===== config.mk =====
export PLATFORM = sky130hd
export DESIGN_NAME = pls_cell
export DESIGN_NICKNAME = d
export VERILOG_FILES = /design/src/design/pls_pkg.sv /design/src/design/pls_cell.sv
export SDC_FILE = /design/constraint.sdc
export NUM_CORES = 1
export LEC_CHECK = 0
export BUFFER_PORTS_ARGS = -buffer_cell sky130_fd_sc_hd__clkbuf_2
export CAP_MARGIN = 20
export CORE_MARGIN = 5
export CORE_UTILIZATION = 40
export DETAILED_ROUTE_END_ITERATION = 6
export PLACE_DENSITY = 0.94
export SETUP_SLACK_MARGIN = 0.05
export SYNTH_ARGS = -nofsm -noshare
export SYNTH_HDL_FRONTEND = slang
export SYNTH_SLANG_ARGS = --single-unit

===== constraint.sdc =====
create_clock -name clock -period 10.75 [get_ports clock]
set_input_delay 3.225 -clock clock [delete_from_list [all_inputs] [get_ports clock]]
set_output_delay 3.225 -clock clock [all_outputs]
set_load 0.05 [all_outputs]

===== src/design/pls_pkg.sv =====
package pls_pkg;

   localparam int VALUE_W = 32;
   localparam int POS_W   = 7;
   localparam int COUNT_W = 7;
   localparam int KIND_W  = 2;
   localparam int STAT_W  = 2;

   localparam logic [KIND_W-1:0] KIND_INSERT = 2'd0;
   localparam logic [KIND_W-1:0] KIND_REMOVE = 2'd1;
   localparam logic [KIND_W-1:0] KIND_READ   = 2'd2;

   localparam logic [STAT_W-1:0] STAT_DONE  = 2'd0;
   localparam logic [STAT_W-1:0] STAT_RANGE = 2'd1;
   localparam logic [STAT_W-1:0] STAT_FULL  = 2'd2;

   typedef struct packed {
      logic [KIND_W-1:0]         req_type;
      logic [POS_W-1:0]          position;
      logic signed [VALUE_W-1:0] item_value;
   } req_item_type;

   typedef struct packed {
      logic [STAT_W-1:0]         status;
      logic signed [VALUE_W-1:0] out_value;
      logic [COUNT_W-1:0]        entry_count;
   } rsp_item_type;

   typedef struct packed {
      logic insert_go;
      logic remove_go;
      logic pick_go;
   } cell_ctl_type;

endpackage


===== src/design/pls_cell.sv =====
module pls_cell #(
   parameter int INDEX = 0,
   parameter int PW    = 7
) (
   input  logic                                 clock,
   input  pls_pkg::cell_ctl_type                ctl,
   input  logic [PW-1:0]                        pos,
   input  logic signed [pls_pkg::VALUE_W-1:0]   left_value,
   input  logic signed [pls_pkg::VALUE_W-1:0]   right_value,
   input  logic signed [pls_pkg::VALUE_W-1:0]   new_value,
   output logic signed [pls_pkg::VALUE_W-1:0]   entry,
   output logic signed [pls_pkg::VALUE_W-1:0]   pick
);

   localparam logic [PW-1:0] MY_INDEX = PW'(INDEX);

   logic signed [pls_pkg::VALUE_W-1:0] entry_ff;
   logic signed [pls_pkg::VALUE_W-1:0] entry_in;
   logic                               hit;
   logic                               below;

   assign hit   = (pos == MY_INDEX);
   assign below = (pos < MY_INDEX);

   // An insert pulls from the lower neighbor above the position, a remove from the
   // upper neighbor at and above it.
   always_comb begin
      entry_in = entry_ff;
      if (ctl.insert_go) begin
         if (hit) begin
            entry_in = new_value;
         end else if (below) begin
            entry_in = left_value;
         end
      end else if (ctl.remove_go) begin
         if (hit || below) begin
            entry_in = right_value;
         end
      end
   end

   always_ff @(posedge clock) begin
      entry_ff <= entry_in;
   end

   assign entry = entry_ff;
   assign pick  = (hit && ctl.pick_go) ? entry_ff : '0;

endmodule


==> results of run 1 <==
-- worst max-delay path: cells and delay by family --
kind / cells / cell delay (ps)
buf+inv: 3 / 660
simple gates: 2 / 1090
-- through the flow --
step	util, %	std cells	cell area [um^2]	setup slack [ps]	hold slack (ps)
2_1_floorplan	-	145	1910	2550	3440
3_3_place_gp	54.8	326	2570	2490	3530
3_5_place_dp	54.8	326	2570	2450	3530
4_1_cts	56.5	334	2650	2450	3240
5_1_grt	57.1	335	2680	2440	3240
6_report	57.1	335	2680	2520	3250
-- logic make-up (layout without fill, tap and decap cells) --
kind of cell	Yosys count	count (layout)	synth area share, %
buf+inv	44	180	12.1
flops	32	32	50.3
mux	32	32	18.8
simple gates	37	37	18.8
-- power breakdown --
group	switching, mW	total (mW)	internal [mW]
Clock	0.0411	0.0861	0.0450
Sequential	0.000324	0.139	0.139
Combinational	0.0151	0.0347	0.0196
-- routing by layer --
metal,global-route usage [%],share of wire [%],up-vias
met5,0,0,-
met4,5.33,0.98,0
met3,4.65,8.6,4
met2,29.7,56,73
met1,16.9,35,738
li1,-,-,763
-- synthesized netlist by cell type, types with 2 or more instances --
| library cell | count | area [um^2] |
|---|---|---|
| inv_1 | 32 | 120 |
| buf_2 | 3 | 15.0 |
| buf_12 | 2 | 40.0 |
| buf_4 | 3 | 22.5 |
| clkbuf_1 | 2 | 7.51 |
| nor3_4 | 2 | 32.5 |
| mux2_2 | 32 | 360 |
| nor3_1 | 3 | 15.0 |
| nor3_2 | 28 | 280 |
| edfxtp_1 | 32 | 961 |
-- final timing paths --
kind                  slack (ps)        end
worst min-delay path        3250  entry[12]
worst max-delay path        2520   pick[16]
-- area by class of cell --
cell class / count / area [um^2]
clock buffer: 7 / 76.3
clock inverter: 1 / 3.75
fill: 409 / 2010
inverter: 32 / 120
multi-input combinational: 69 / 724
sequential: 32 / 961
tap: 54 / 67.6
timing repair buffer: 140 / 726
==> metrics.txt, run 1 <==
CTS tree=yes; Core Region=0.00469 mm^2; H-tree Lvls=2; Slew Viols, Final=0; worst vdd ir=about 0.06 mV; root buffer cell=clkbuf_8; status=finished clean; Final TNS setup=0 ps; die area=0.00626 mm^2; crit start category=input port; Worst Hold Depth=2; Post-CTS Resized=0; Slew headroom=between 40% and 50%; worst min-delay path class=in2reg; number of synthesized register bits=32; fin nets=387; Initial Util=40.7%; Max-Cap Viols=0; min-delay src=right_value[12]; largest net degree at the start of global routing=34; EDFF count, synth=32; total chip power=about 260 uW; Peak Freq=around 120 MHz; Mapped Area=0.00191 mm^2; Clock Path Buffers=2; vias in the first global route=approximately 1700; syn_nets=about 250; Final Setup Violations=0; DRT Pass-1 Iters=3; sequential area share after synthesis=50.3%; WL per Instance=between 10 and 15 um; global-route usage over all layers=between 15 and 20%; final hold viol count=0; area delta synth->final=40.1%; Site Rows=25; CTS Buf Count=5; max incr delay on CP=970 ps; average size of a mapped cell=between 10 and 15 um^2; Setup Fix Bufs, Post-CTS=0; Pwr per Cell Area=about 97 mW/mm^2; Tmin final=between 8000 and 9000 ps; post-route antenna net violation count=0; most frequent CP cell=clkbuf_2; asr flop ratio synth=0%; DR iter-0 viols=24; critical-path cell list=clkbuf_2 > or4b_2 > buf_16 > nor3_2 > clkbuf_2; first-pass GRT wire length=just under 8000 um; GP Congestion=approximately 0.74; RSZ-0062 raised after global routing=false; Worst EP arrival=approximately 5000 ps; critical path data required time=7530 ps; Netlist cell types=16; crit end category=primary output; Die X=roughly 80 um; Clock Pin Slew Worst Setup and Hold Paths=~60 ps; Vias=about 1600; Die Span Y=between 70 and 80 um; Sink Count=32; most frequent cells in the layout=138 x clkbuf_2, 32 x mux2_2, 32 x inv_1, 32 x edfxtp_1, 29 x nor3_2; IO Port Bufs=about 140; I/O pin count=171; Largest register FFs=32; Leakage Power=1.27 nW; slowest cell on the critical path=or4b_2; HPWL Detailed=between 3000 and 4000 um; initial antenna violation count=0; DR vias/cell=around 4.7; most common cell after layout, fill and taps aside=clkbuf_2; DRC viols=0; CP Launch Point=pos[1]; Crit Path Class=in2out; Post-synth top flop=edfxtp_1; diode count=0; cts hold-fix bufs=0; YS warnings=0; crit-path max FO=18; crit share post-route=between 70% and 80%; Congestion Overflow GR=0; final wirelength=4820 um; layout cell share with drive strength beyond 1=about three quarters; Syn Inst Count=approximately 150; Worst Max-Slew Pin Slew=roughly 820 ps
(Power assumes the default switching activity.)
==> inputs of run 2 (changes only) <==
CORE_UTILIZATION = 34   (was 40)
PLACE_DENSITY = 0.86   (was 0.94)
clock period = 6.7 ns   (was 10.75 ns; I/O delays follow)
==> run 2 against run 1 <==
First-iteration DRC count up 8.3%. Utilization is 7.5 points lower. Hold slack got worse by 1200 ps. Final area increased by 1.4%. Combinational power up 63%. Power rose by 61%. Non-clock buffer count rose by 2. Die area increased by 15%. Critical path depth unchanged. Via count increased by 0.89%. Clock-buffer cell count did not move. Wire length increased by 5.6%. Largest cell class unchanged. Highest routed layer unchanged.
==> metrics.txt, run 2 (synthesis results as in run 1) <==
crit-path max FO=20 (+2); Setup WS post-layout=913 ps (-1610 ps); area delta synth->final=42.0%; most common cell after layout, fill and taps aside=clkbuf_2; diode count=0 (unchanged); Slew Viols, Final=0 (unchanged); DR iter-0 viols=26 (+8.3%); I/O pin count=171 (unchanged); dpl cells=345 (+5.8%); RSZ-0062 raised after global routing=false; CTS tree=yes; IO Port Bufs=138 (unchanged); dpl ws=812 ps (-1640 ps); worst hold slack=2030 ps (-1220 ps); crit share post-route=between 80% and 90%; global-route track usage on met2=25.9% (-3.8 points); final instance area=0.00272 mm^2 (+1.4%); P_sw=90.7 uW (+61%); Largest register FFs=32 (unchanged); Die X=85.0 um (+7.4%); Site Rows=27 (+8.0%); Final Setup Violations=0 (unchanged); switching part of the total power=21.7% (about the same); fin nets=389 (+0.52%); Post-CTS Resized=0 (unchanged); final wirelength=5090 um (+5.6%); DR vias/cell=4.48 (-4.8%); Tmin final=between 5000 and 6000 ps; critical path data required time=4690 ps (-2840 ps); crit start category=input port; post-route antenna net violation count=0 (unchanged); Pwr per Cell Area=154 mW/mm^2 (+58%); Congestion Overflow GR=0 (unchanged); clock power share=32.9% (-0.2 points); Comb pwr share=13.5% (+0.2 points); Final TNS setup=0 ps (unchanged); GR Util met1=13.0% (-3.9 points); GP Congestion=0.765 (+2.9%); Setup Fix Bufs, Post-CTS=0 (unchanged); CTS Buf Count=5 (unchanged); Die Span Y=85.0 um (+7.4%); worst min-delay path class=in2reg; WL per Instance=14.3 um (-0.34%); Clock Path Buffers=2 (unchanged); Reg power frac=53.5% (about the same); first-pass GRT wire length=7740 um (-0.54%); most frequent cells in the layout=138 x clkbuf_2, 32 x mux2_2, 32 x inv_1, 32 x edfxtp_1, 29 x nor3_2; Crit Path Class=in2out; Worst EP arrival=3780 ps (-1220 ps); layout cell share with drive strength beyond 1=74.9% (+0.18 points); die area=0.00722 mm^2 (+15%); met3 GRT Util=3.79% (-0.86 points); Clock Pin Slew Worst Setup and Hold Paths=70 ps (about the same); fin cells=355 (+6.0%); Initial Util=34.9% (-5.8 points); Leakage Power=1.28 nW (+0.66%); Slew headroom=60.8% (+16 points); vias in the first global route=1651 (-3.4%); Vias=1592 (+0.89%); Worst Max-Slew Pin Slew=589 ps (-236 ps); Peak Freq=between 150 and 200 MHz; largest net degree at the start of global routing=34 (unchanged); status=finished clean; DRC viols=0 (unchanged); Sink Count=32 (unchanged); GRT busiest layer=met2; HPWL Detailed=3980 um (+5.5%); root buffer cell=clkbuf_8; Area after DPL=0.00260 mm^2 (+1.2%); Max-Cap Viols=0 (unchanged); DRT Pass-1 Iters=4 (+1); cts hold-fix bufs=0 (unchanged); hold path endpoint=entry[8]; global-route usage over all layers=13.5% (-2.4 points); crit end category=primary output; final hold viol count=0 (unchanged); min-delay src=new_value[8]; Core Region=0.00547 mm^2 (+17%); Internal Power=327 uW (+60%); Worst Hold Depth=2 (unchanged); initial antenna violation count=0 (unchanged); H-tree Lvls=2 (unchanged); Final Util=49.6% (-7.5 points); total chip power=417 uW (+61%); worst vdd ir=0.133 mV (+120%)
run 2: layout make-up:
cell class | count | area (um^2)
Clock buffer | 7 | 76.3
Clock inverter | 1 | 3.75
Fill cell | 522 | 2760
Inverter | 32 | 120
Multi-Input combinational cell | 69 | 724
Sequential cell | 32 | 961
Tap cell | 72 | 90.1
Timing Repair Buffer | 142 | 739
run 2: worst max-delay path, stage by stage:
cell and delay, ps:
clkbuf_2 80, or4b_2 930, buf_12 270, nor3_2 140
clkbuf_2 310
run 2: power groups by stage:
stage | Clock, mW | Sequential, mW | Combinational (mW)
after floorplan | 0 | 0.231 | 0.0290
after global placement | 0 | 0.228 | 0.0541
after detailed placement | 0 | 0.228 | 0.0563
after CTS | 0.144 | 0.223 | 0.0566
after global routing | 0.150 | 0.223 | 0.0614
final | 0.137 | 0.223 | 0.0564
run 2: worst max-delay path by stage:
stage,endpoint,startpoint,slack [ps]
6_report,pick[15],pos[1],910
5_1_grt,pick[13],pos[1],860
4_1_cts,pick[31],pos[1],810
3_5_place_dp,pick[31],pos[1],810
3_3_place_gp,pick[0],pos[1],860
2_1_floorplan,pick[0],pos[2],930
run 2: routing by layer:
metal,vias to the layer above,wire length (um)
li1,767,-
met1,742,1730
met2,69,2830
met3,14,366
met4,0,153
met5,-,0
==> inputs of run 3 (changes only) <==
ABC_AREA = 1   (was unset)
CORE_UTILIZATION = 33   (was 34)
PLACE_DENSITY = 0.85   (was 0.86)
SETUP_SLACK_MARGIN = unset   (was 0.05)
==> run 3 against run 2 <==
Clock-buffer cell count stayed put. Maximum frequency is 6.9% higher. Clock power hardly changed. Power is 0.55% lower. Synthesized cell count is 3.4% higher. Critical endpoint is now pick[0]. Largest cell class unchanged. Highest routed layer unchanged.
==> metrics.txt, run 3 <==
Post-CTS Resized=0 (unchanged); Site Rows=27 (unchanged); WL per Instance=12.4 um (-13%); Largest register FFs=32 (unchanged); dpl ws=1280 ps (+471 ps); Slew headroom=40.4% (-20 points); Core Region=0.00544 mm^2 (-0.62%); most frequent cells in the layout=138 x clkbuf_2, 38 x inv_1, 32 x edfxtp_1, 30 x nor2_2, 27 x mux2_2; layout cell share with drive strength beyond 1=72.3% (-2.6 points); critical-path cell list=clkbuf_2 > inv_1 > nand2_1 > nor2_2 > nand3_4 > nor2_1 > clkbuf_2; most frequent CP cell=clkbuf_2; critical path data required time=4690 ps (about the same); cts hold-fix bufs=0 (unchanged); area leader, netlist=edfxtp_1; status=finished clean; Initial Util=33.4% (-1.5 points); asr flop ratio synth=0% (unchanged); EDFF count, synth=32 (unchanged); GP Congestion=0.737 (-3.8%); critical path endpoint=pick[0]; CTS tree=yes; Final Util=48.0% (-1.6 points); Synth top cells by count=38 x inv_1, 32 x edfxtp_1, 30 x nor2_2; Worst Max-Slew Pin Slew=892 ps (+303 ps); DR iter-0 viols=31 (+19%); worst min-delay path class=in2reg; Post-synth top flop=edfxtp_1; Netlist cell types=10 (-6); number of synthesized register bits=32 (unchanged); CP Launch Point=pos[6]; vias in the first global route=1598 (-3.2%); Syn Inst Count=150 (+3.4%); diode count=0 (unchanged); Die Span Y=84.3 um (-0.86%); I/O pin count=171 (unchanged); post-route antenna net violation count=0 (unchanged); worst vdd ir=0.0967 mV (-27%); slowest cell on the critical path=nand3_4; Peak Freq=185 MHz (+6.9%); crit share post-route=80.8% (-5.6 points); die area=0.00710 mm^2 (-1.7%); H-tree Lvls=2 (unchanged); final wirelength=4480 um (-12%); fin nets=395 (+1.5%); Leakage Power=1.35 nW (+5.2%); Sink Count=32 (unchanged); Die X=84.3 um (-0.86%); Crit Path Class=in2out; ranking of synthesized cells by area=edfxtp_1 53%, mux2_2 17%, nor2_2 10%; Max-Cap Viols=0 (unchanged); total chip power=415 uW (-0.55%); Clock Path Buffers=2 (unchanged); Setup Fix Bufs, Post-CTS=0 (unchanged); IO Port Bufs=138 (unchanged); Worst Hold Depth=2 (unchanged); DRT Pass-1 Iters=4 (unchanged); RSZ-0062 raised after global routing=false; Clock Pin Slew Worst Setup and Hold Paths=60 ps (about the same); CTS Buf Count=5 (unchanged); Final Setup Violations=0 (unchanged); crit-path max FO=32 (+60%); final hold viol count=0 (unchanged); crit end category=primary output; Congestion Overflow GR=0 (unchanged); sequential area share after synthesis=52.8% (+2.6 points); DR vias/cell=4.19 (-6.5%); global-route usage over all layers=12.8% (-0.70 points); Synth top area share=52.8% (+2.6 points); Vias=1513 (-5.0%); DRC viols=0 (unchanged); max incr delay on CP=460 ps (-470 ps); syn_nets=257 (+2.0%); YS warnings=0 (unchanged); initial antenna violation count=0 (unchanged); HPWL Detailed=3550 um (-11%); first-pass GRT wire length=7270 um (-6.1%); crit start category=input port; largest net degree at the start of global routing=34 (unchanged); most common cell in the netlist=inv_1; root buffer cell=clkbuf_8; Slew Viols, Final=0 (unchanged); fin cells=361 (+1.7%); Tmin final=5410 ps (-376 ps); Fillers=508 (-2.7%); average size of a mapped cell=12.1 um^2 (-8.0%); most common cell after layout, fill and taps aside=clkbuf_2; Mapped Area=0.00182 mm^2 (-4.8%); Final TNS setup=0 ps (unchanged); Worst EP arrival=3400 ps (-380 ps); Setup WS post-layout=1290 ps (+376 ps); Pwr per Cell Area=159 mW/mm^2 (+3.5%); area delta synth->final=43.4%; dpl cells=353 (+2.3%)
-- run 3: worst min-delay path by stage --
stage,start,endpoint
after floorplan,new_value[20],entry[20]
after global placement,right_value[2],entry[2]
after detailed placement,new_value[24],entry[24]
after CTS,new_value[5],entry[5]
after global routing,new_value[24],entry[24]
final,right_value[7],entry[7]
-- run 3: worst max-delay path: cells and delay by family --
family / cells / cell delay [ps]
and+or+nand+nor: 4 / 940
buffers and inverters: 3 / 440
-- run 3: cells by family (layout without fill, tap and decap cells) --
logic type	Yosys count	after routing	synth area share [%]
multiplexers	32	32	20.8
flip-flops	32	32	52.8
AND/OR/NAND/NOR	41	41	14.2
buffers and inverters	45	184	12.2
-- run 3: area by class of cell --
cell class / count / area [um^2] / area share (%)
clock buffers: 7 / 76.3 / 2.93
clock inverters: 1 / 3.75 / 0.144
inverters: 38 / 143 / 5.47
multi-input cells: 73 / 644 / 24.7
flip-flops and latches: 32 / 961 / 36.8
well taps: 72 / 90.1 / 3.45
repair buffers: 138 / 691 / 26.5
-- run 3: metrics by stage --
step	instance area, um^2	hold slack, ps
6_report	2610	2040
5_1_grt	2610	2020
4_1_cts	2610	2020
3_5_place_dp	2530	2310
3_3_place_gp	2530	2310
2_1_floorplan	1820	2230
-- run 3: routing by layer --
layer,part of all wire [%],up-vias,track usage (%)
met1,36,696,13.6
met4,0.65,0,3.51
met5,0,-,0
li1,-,747,-
met3,8.8,4,4.51
met2,55,66,23.8
-- run 3: report_power, final --
part           leakage (nW)  switching (mW)  internal [mW]
sequential            0.288        0.000523          0.223
clock                0.0399          0.0663         0.0722
combinational          1.02          0.0211         0.0320
